**src/csem_pkg.sv**
```systemverilog
`default_nettype none
// ----------------------------------------------------------------------------
// csem_pkg - shared types and constants of the counting semaphore table
// command and status codes, the stored entry layout and the sequencer states
// ----------------------------------------------------------------------------
package csem_pkg;

	localparam int ID_W    = 16;
	localparam int COUNT_W = 16;
	localparam int WAIT_W  = 8;

	// new event numbers step by two, the top even number is the last one
	localparam int ID_STEP          = 2;
	localparam int ID_LIMIT         = 65534;
	localparam int COUNT_MAX        = 65535;
	localparam int WAITER_FIELD_MAX = 255;

	typedef enum logic [1:0] {
		CMD_OPEN   = 2'd0,
		CMD_WAIT   = 2'd1,
		CMD_SIGNAL = 2'd2,
		CMD_CLOSE  = 2'd3
	} cmd_t;

	typedef enum logic [1:0] {
		STAT_OK   = 2'd0,
		STAT_NONE = 2'd1,
		STAT_FULL = 2'd2,
		STAT_WOVF = 2'd3
	} status_t;

	typedef enum logic [1:0] {
		ST_IDLE,
		ST_SCAN,
		ST_DRAIN,
		ST_EXEC
	} state_t;

	typedef struct packed {
		logic [ID_W-1:0]    id;
		logic [COUNT_W-1:0] count;
		logic [WAIT_W-1:0]  waiters;
	} entry_t;

endpackage

`default_nettype wire

```
**src/counting_semaphore_table.sv**
```systemverilog
`default_nettype none
// ----------------------------------------------------------------------------
// counting_semaphore_table - table of counting semaphores named by even ids
// open creates or looks up an entry, wait takes a unit or blocks, signal
// hands a unit to a waiter or raises the count, close frees the entry
// ----------------------------------------------------------------------------
//
//  channel | handshake            | payload
//  --------+----------------------+--------------------------------------------
//  in      | in_valid / in_stall  | cmd, event_id, initial_count
//  out     | out_valid / out_stall| result_id, status, granted, blocked,
//          |                      | released, count_after
//
//  one item at a time: the entry ram is read slot by slot through its single
//  read port, then the last read data returns, the entry is updated and the
//  result loaded, and the sequencer goes back to idle to take the next item
//  reset clears the slot valid flags at once, the ram holds no reset state
//  a stalled result holds the update step until the output register drains;
//  the next item is taken while a finished result still waits
//
module counting_semaphore_table #(
	parameter int NUM_SLOTS   = 16,
	parameter int MAX_WAITERS = 255
) (
	input  wire logic                         clk,
	input  wire logic                         arst_n,
	// input item
	input  wire logic                         in_valid,
	output logic                              in_stall,
	input  wire logic [1:0]                   cmd,
	input  wire logic [csem_pkg::ID_W-1:0]    event_id,
	input  wire logic [csem_pkg::COUNT_W-1:0] initial_count,
	// result item
	output logic                              out_valid,
	input  wire logic                         out_stall,
	output logic [csem_pkg::ID_W-1:0]         result_id,
	output logic [1:0]                        status,
	output logic                              granted,
	output logic                              blocked,
	output logic [csem_pkg::WAIT_W-1:0]       released,
	output logic [csem_pkg::COUNT_W-1:0]      count_after
);

	import csem_pkg::*;

	localparam int IDX_W = (NUM_SLOTS > 1) ? $clog2(NUM_SLOTS) : 1;
	localparam int ENT_W = $bits(entry_t);
	// waiter count field is 8 bits, so the limit never goes past its top
	localparam logic [WAIT_W-1:0] WAIT_LIMIT =
		WAIT_W'((MAX_WAITERS > WAITER_FIELD_MAX) ? WAITER_FIELD_MAX : MAX_WAITERS);

	// sequencer
	state_t state_q, state_d;

	// latched command
	logic [1:0]         cmd_q;
	logic [ID_W-1:0]    ev_q;
	logic [COUNT_W-1:0] init_q;

	// scan address and the read in flight
	logic [IDX_W-1:0] idx_q;
	logic             scan_last;
	logic             rd_vld_s1;
	logic [IDX_W-1:0] idx_s1;

	// what the scan found
	logic             found_q;
	logic [IDX_W-1:0] match_idx_q;
	entry_t           match_q;
	logic [ID_W-1:0]  max_q;
	logic             free_found_q;
	logic [IDX_W-1:0] free_idx_q;

	// slot valid flags live in flops so reset clears them at once
	logic [NUM_SLOTS-1:0] valid_q;

	// entry ram
	entry_t           rd_ent;
	logic [ENT_W-1:0] ram_rdata;
	logic             ram_we;
	entry_t           wr_ent;
	logic [IDX_W-1:0] wr_idx;

	// update step
	logic               in_acc;
	logic               out_free;
	logic               exec_go;
	logic               ex_we;
	logic               ex_set_v;
	logic               ex_clr_v;
	logic [ID_W:0]      new_id;
	logic [ID_W-1:0]    r_id;
	status_t            r_st;
	logic               r_gr;
	logic               r_bl;
	logic [WAIT_W-1:0]  r_rel;
	logic [COUNT_W-1:0] r_cnt;

	logic               out_valid_q;
	logic [ID_W-1:0]    result_id_q;
	logic [1:0]         status_q;
	logic               granted_q;
	logic               blocked_q;
	logic [WAIT_W-1:0]  released_q;
	logic [COUNT_W-1:0] count_after_q;

	assign in_acc    = in_valid && !in_stall;
	assign out_free  = !out_valid_q || !out_stall;
	assign exec_go   = (state_q == ST_EXEC) && out_free;
	assign scan_last = (idx_q == IDX_W'(NUM_SLOTS - 1));
	assign rd_ent    = entry_t'(ram_rdata);

	csem_ram #(
		.WIDTH (ENT_W),
		.DEPTH (NUM_SLOTS)
	) u_ram (
		.clk   (clk),
		.we    (ram_we),
		.waddr (wr_idx),
		.wdata (wr_ent),
		.raddr (idx_q),
		.rdata (ram_rdata)
	);

	// ------------------------------------------------------------------------
	// sequencer: idle -> scan every slot -> last read -> update and respond
	// ------------------------------------------------------------------------
	always_ff @(posedge clk or negedge arst_n) begin
		if (!arst_n) begin
			state_q <= ST_IDLE;
		end else begin
			state_q <= state_d;
		end
	end

	always_comb begin
		state_d  = state_q;
		in_stall = 1'b1;
		case (state_q)
			ST_IDLE: begin
				in_stall = 1'b0;
				if (in_valid) begin
					state_d = ST_SCAN;
				end
			end
			ST_SCAN: begin
				if (scan_last) begin
					state_d = ST_DRAIN;
				end
			end
			ST_DRAIN: begin
				state_d = ST_EXEC;
			end
			ST_EXEC: begin
				// hold here while the previous result is still stalled
				if (out_free) begin
					state_d = ST_IDLE;
				end
			end
			default: begin
				state_d = ST_IDLE;
			end
		endcase
	end

	// ------------------------------------------------------------------------
	// scan: one ram read per cycle, the compare unit looks at each slot as its
	// data returns: lowest matching slot, largest live id, lowest free slot
	// ------------------------------------------------------------------------
	always_ff @(posedge clk or negedge arst_n) begin
		if (!arst_n) begin
			idx_q        <= '0;
			rd_vld_s1    <= 1'b0;
			found_q      <= 1'b0;
			free_found_q <= 1'b0;
			max_q        <= '0;
		end else begin
			rd_vld_s1 <= (state_q == ST_SCAN);
			if (in_acc) begin
				idx_q        <= '0;
				found_q      <= 1'b0;
				free_found_q <= 1'b0;
				max_q        <= '0;
			end else begin
				if ((state_q == ST_SCAN) && !scan_last) begin
					idx_q <= idx_q + 1'b1;
				end
				if (rd_vld_s1) begin
					if (valid_q[idx_s1]) begin
						if (!found_q && (rd_ent.id == ev_q)) begin
							found_q <= 1'b1;
						end
						if (rd_ent.id > max_q) begin
							max_q <= rd_ent.id;
						end
					end else if (!free_found_q) begin
						free_found_q <= 1'b1;
					end
				end
			end
		end
	end

	// payload side of the scan, no reset needed
	always_ff @(posedge clk) begin
		idx_s1 <= idx_q;
		if (in_acc) begin
			cmd_q  <= cmd;
			ev_q   <= event_id;
			init_q <= initial_count;
		end
		if (rd_vld_s1) begin
			if (valid_q[idx_s1]) begin
				if (!found_q && (rd_ent.id == ev_q)) begin
					match_idx_q <= idx_s1;
					match_q     <= rd_ent;
				end
			end else if (!free_found_q) begin
				free_idx_q <= idx_s1;
			end
		end
	end

	// ------------------------------------------------------------------------
	// update step: decide the command from the scan results
	// ids of live entries are even and never zero, so an odd id or a zero id
	// on wait, signal or close simply finds no match
	// ------------------------------------------------------------------------
	assign new_id = {1'b0, max_q} + (ID_W + 1)'(ID_STEP);

	always_comb begin
		ex_we    = 1'b0;
		ex_set_v = 1'b0;
		ex_clr_v = 1'b0;
		wr_idx   = match_idx_q;
		wr_ent   = match_q;
		r_id     = '0;
		r_st     = STAT_OK;
		r_gr     = 1'b0;
		r_bl     = 1'b0;
		r_rel    = '0;
		r_cnt    = '0;
		if ((cmd_q == CMD_OPEN) && (ev_q == '0)) begin
			// create: needs a free slot and a number that still fits
			if (!free_found_q || (new_id > (ID_W + 1)'(ID_LIMIT))) begin
				r_st = STAT_FULL;
			end else begin
				ex_we          = 1'b1;
				ex_set_v       = 1'b1;
				wr_idx         = free_idx_q;
				wr_ent.id      = new_id[ID_W-1:0];
				wr_ent.count   = init_q;
				wr_ent.waiters = '0;
				r_id           = new_id[ID_W-1:0];
				r_cnt          = init_q;
			end
		end else if (!found_q) begin
			r_st = STAT_NONE;
		end else begin
			case (cmd_q)
				CMD_OPEN: begin
					r_id  = ev_q;
					r_cnt = match_q.count;
				end
				CMD_WAIT: begin
					if (match_q.count != '0) begin
						ex_we        = 1'b1;
						wr_ent.count = match_q.count - 1'b1;
						r_id         = ev_q;
						r_gr         = 1'b1;
						r_cnt        = match_q.count - 1'b1;
					end else if (match_q.waiters >= WAIT_LIMIT) begin
						r_st = STAT_WOVF;
					end else begin
						ex_we          = 1'b1;
						wr_ent.waiters = match_q.waiters + 1'b1;
						r_id           = ev_q;
						r_bl           = 1'b1;
						r_cnt          = match_q.count;
					end
				end
				CMD_SIGNAL: begin
					r_id  = ev_q;
					r_cnt = match_q.count;
					if (match_q.waiters != '0) begin
						// unit goes straight to one waiter
						ex_we          = 1'b1;
						wr_ent.waiters = match_q.waiters - 1'b1;
						r_rel          = WAIT_W'(1);
					end else if (match_q.count != COUNT_W'(COUNT_MAX)) begin
						ex_we        = 1'b1;
						wr_ent.count = match_q.count + 1'b1;
						r_cnt        = match_q.count + 1'b1;
					end
				end
				CMD_CLOSE: begin
					// waiters are rewritten on the next create of this slot
					ex_clr_v = 1'b1;
					r_id     = ev_q;
					r_rel    = match_q.waiters;
					r_cnt    = match_q.count;
				end
				default: begin
					r_st = STAT_NONE;
				end
			endcase
		end
	end

	assign ram_we = ex_we && exec_go;

	always_ff @(posedge clk or negedge arst_n) begin
		if (!arst_n) begin
			valid_q <= '0;
		end else if (exec_go) begin
			if (ex_set_v) begin
				valid_q[wr_idx] <= 1'b1;
			end
			if (ex_clr_v) begin
				valid_q[wr_idx] <= 1'b0;
			end
		end
	end

	// ------------------------------------------------------------------------
	// output register
	// ------------------------------------------------------------------------
	always_ff @(posedge clk or negedge arst_n) begin
		if (!arst_n) begin
			out_valid_q <= 1'b0;
		end else if (exec_go) begin
			out_valid_q <= 1'b1;
		end else if (!out_stall) begin
			out_valid_q <= 1'b0;
		end
	end

	always_ff @(posedge clk) begin
		if (exec_go) begin
			result_id_q   <= r_id;
			status_q      <= r_st;
			granted_q     <= r_gr;
			blocked_q     <= r_bl;
			released_q    <= r_rel;
			count_after_q <= r_cnt;
		end
	end

	assign out_valid   = out_valid_q;
	assign result_id   = result_id_q;
	assign status      = status_q;
	assign granted     = granted_q;
	assign blocked     = blocked_q;
	assign released    = released_q;
	assign count_after = count_after_q;

endmodule

`default_nettype wire

```
**src/csem_ram.sv**
```systemverilog
`default_nettype none
// ----------------------------------------------------------------------------
// csem_ram - generic single write port ram
// one write and one read address per cycle, read data registered
// ----------------------------------------------------------------------------
module csem_ram #(
	parameter int WIDTH = 8,
	parameter int DEPTH = 16
) (
	input  wire logic                                  clk,
	input  wire logic                                  we,
	input  wire logic [(DEPTH > 1 ? $clog2(DEPTH) : 1)-1:0] waddr,
	input  wire logic [WIDTH-1:0]                      wdata,
	input  wire logic [(DEPTH > 1 ? $clog2(DEPTH) : 1)-1:0] raddr,
	output logic      [WIDTH-1:0]                      rdata
);

	logic [WIDTH-1:0] mem_q [DEPTH];

	always_ff @(posedge clk) begin
		if (we) begin
			mem_q[waddr] <= wdata;
		end
		rdata <= mem_q[raddr];
	end

endmodule

`default_nettype wire
```
**config.mk**
```make
export PLATFORM = sky130hd
export DESIGN_NAME = counting_semaphore_table
export DESIGN_NICKNAME = d
export VERILOG_FILES = /design/src/csem_pkg.sv /design/src/counting_semaphore_table.sv /design/src/csem_ram.sv
export SDC_FILE = /design/constraint.sdc
export NUM_CORES = 1
export LEC_CHECK = 0
export BUFFER_PORTS_ARGS = -buffer_cell sky130_fd_sc_hd__buf_2
export CORE_ASPECT_RATIO = 0.75
export CORE_MARGIN = 4
export CORE_UTILIZATION = 55
export CTS_CLUSTER_SIZE = 30
export DETAILED_ROUTE_END_ITERATION = 8
export PLACE_DENSITY = 0.71
export SYNTH_ARGS = -nofsm -noshare
export SYNTH_HDL_FRONTEND = slang
export SYNTH_SLANG_ARGS = --single-unit
```
**constraint.sdc**
```tcl
create_clock -name clk -period 6.7 [get_ports clk]
set_clock_uncertainty 0.05 [all_clocks]
set_input_delay 0.67 -clock clk [delete_from_list [all_inputs] [get_ports clk]]
set_output_delay 0.67 -clock clk [all_outputs]
set_load 0.01 [all_outputs]
```
==> results.toml <==
[hold_path]
hold_class = "in -> reg"
whs_path_depth = 1

[worst_setup_path]
critPathKind = "reg -> reg"
regToRegSetupSlack_ns = 1.77
crit_fanout = 30
start_kind = "flip-flop"
arrival_ns = 5.19
crit_required_ns = 6.96
r2r.worst_path.cells = 10
end_kind = "flip-flop"

[place]
place.gp.congestion = 0.920
hpwlAfterDp_um = 53700
port_buffers = 83
dp_slack_ns = 1.77

[logic_synthesis]
yosys.area.top_type = "edfxtp_1"
yosysMostFrequentCell = "edfxtp_1"
synth_area_leaders = "edfxtp_1 65%, mux4_2 13%, dfrtp_1 3.0%"
synth-seq-area-share_pct = 70.9
synth-edff-count = 766
ys_top_cells_by_count = "766 x edfxtp_1, 205 x mux4_2, 139 x nand2_1"
synth_cells = 1991
netlist.area_leader.share_pct = 65.4
ys_async_sr_fraction_pct = 4.93
ys.flop_type = "edfxtp_1"
ys_warn_count = 0
synth.avg_cell_area_um2 = 17.7
synth.distinct_cells = 78
synth_nets = 2062
yosys_register_bits = 852
netlist_area_um2 = 35200

[sta]
final-setup-viol-count = 0
fin_crit_ns = 4.93
maxSlewHeadroom_pct = 16.0
worst-slew-pin-transition_ns = 1.26
slew_viol_final = 0
max_freq_mhz = 203
fin_tns_setup_ns = 0
rsz0062_at_grt = "no"
finalCritPeriodShare_pct = 73.6
finalWorstSetupSlack_ns = 1.77
finalHoldViolations = 0

[global_route]
grt_first_pass_wirelength_um = 130000
grt_overflow = 0
antenna_found_initial = 2
grt_usage_pct = 26.4
grt_pass1_vias = 19100
grt_max_degree = 133

[final_layout]
area_growth_pct = 11.8
drive_above_1_share_pct = 24.7
n_antenna_cell = 0
nets = 2161

[drt]
ant_nets = 0
drt-pass1-iter-count = 6
drc = 0
routed_wl_um = 88700
wire_per_inst_um = 29.5
initialDrtViolationCount = 2849
vias_per_cell = 6.59
vias = 19800

[die]
rows = 79
ioPinCount = 84
dieArea_um2 = 68100
die_w_um = 300
core_area_um2 = 62700
die_y_um = 227
initial_core_util_pct = 56.1

[clock_tree]
cts_hold_buf = 0
post-cts-setup-buffers = 0
cts_buffer_depth = 3
clock_sinks = 852
tritoncts = "yes"
root_buffer = "clkbuf_16"
clk_latency_ns = 0.63
htreeDepth = 3
clk_pin_slew_ns = 0.06
cts_buffers = 80
post_cts_resized = 0

[outcome]
outcome = "complete, no violations"

[power_and_ir_drop]
swShare_pct = 25.8
power_frac_clock_pct = 34.1
p_switching_uw = 3470
p_per_area_nw_per_um2 = 342
pwr-share-comb_pct = 17.8
seq_power_share_pct = 48.0
leakage_uw = 0.0126
ir_drop_uv = 273
power.internal_uw = 9960

[job]
maxCapViolCount = 0
metal layers:
metal,track usage (%),share of wire [%],vias to the layer above
met5,0,0.015,-
met1,40.9,42,10200
met2,38.4,44,1170
met3,6.25,11,149
li1,-,-,8263
met4,6.79,2.5,2
cells in the final DEF, fill, tap and decap left out, types with 18 or more instances in the layout:
master,synthesis,final
dfrtp_1,42,38
dfxtp_1,44,44
a2111oi_0,18,18
xor2_1,22,22
nor4_1,34,33
ha_1,33,33
clkbuf_16,0,84
nand3_1,32,32
clkinv_1,0,21
buf_2,9,83
buf_4,3,51
inv_1,39,37
a21oi_1,43,42
mux2i_1,20,20
mux4_2,205,205
o21ai_0,68,59
nor3_1,26,24
edfxtp_1,766,766
nor2_1,74,58
xnor2_1,21,21
nand2_1,139,139
state kept, by name, summed over array words and instances, names as in the netlist, 2 cells and up:
| signal | flops |
|---|---|
| count_after | 16 |
| match_q | 40 |
| released | 8 |
| status | 2 |
| ev_q | 16 |
| u_ram.mem_q | 640 |
| match_idx_q | 4 |
| init_q | 16 |
| max_q | 16 |
| state_q | 2 |
| free_idx_q | 4 |
| valid_q | 16 |
| idx_s1 | 4 |
| cmd_q | 2 |
| u_ram.rdata | 40 |
| idx_q | 4 |
| result_id | 16 |
path summary, 6_finish.rpt:
kind	end	startpoint
max	u_ram.mem_q[9][31]$_DFFE_PP_	cmd_q[0]$_DFFE_PP_
min	init_q[3]$_DFFE_PP_	initial_count[3]
max reg2reg	u_ram.mem_q[9][31]$_DFFE_PP_	cmd_q[0]$_DFFE_PP_
min reg2reg	match_q[16]$_DFFE_PP_	u_ram.rdata[16]$_DFF_P_
max in group asynchronous	idx_q[2]$_DFFE_PN0P_	arst_n
min in group asynchronous	idx_q[1]$_DFFE_PN0P_	arst_n
stage by stage:
stage,total power (uW),std cells,util [%],hold slack (ns),area [um2]
floorplan,8170,1991,-,0.295,35200
global placement,8960,2856,58.5,0.336,36600
detailed placement,8970,2858,58.5,0.341,36700
CTS,13500,3004,62.7,0.129,39300
global route,13900,3004,62.7,0.140,39300
finish,13400,3004,62.7,0.165,39300
cell families (layout without fill, tap and decap cells):
family	Yosys count	after routing	share of synthesized area (%)
AOI/OAI and AO/OA	270	270	5.29
xor gates and xnor gates	43	43	1.07
adders and majority gates	33	33	1.17
buffers and inverters	158	321	2.03
DFF	852	852	70.9
muxes	227	227	13.8
and+or+nand+nor	408	408	5.74
layout make-up:
cell class	count	area, um2
Timing Repair Buffer	136	838
Clock inverter	44	422
Clock buffer	102	2230
Tap cell	850	1060
Multi-Input combinational cell	981	9670
Sequential cell	852	24900
Fill cell	4430	23400
Inverter	39	146
worst max-delay path: stages, from the launching register on:
cell and delay [ns]:
edfxtp_1 0.42, inv_1 0.10, ha_1 0.30, nor4b_1 0.27
nand2_1 0.15, or3_2 0.61, nand2_1 0.67, a21oi_1 0.23
o21ai_4 1.01, nor2_4 0.29, buf_4 0.41
power groups by stage:
stage               Clock, uW  Combinational, uW  Sequential [uW]
finish                   4580               2400             6450
global route             4890               2570             6480
global placement            0               2400             6550
detailed placement          0               2410             6550
floorplan                   0               1830             6340
CTS                      4650               2420             6450
(Power assumes the default switching activity.)
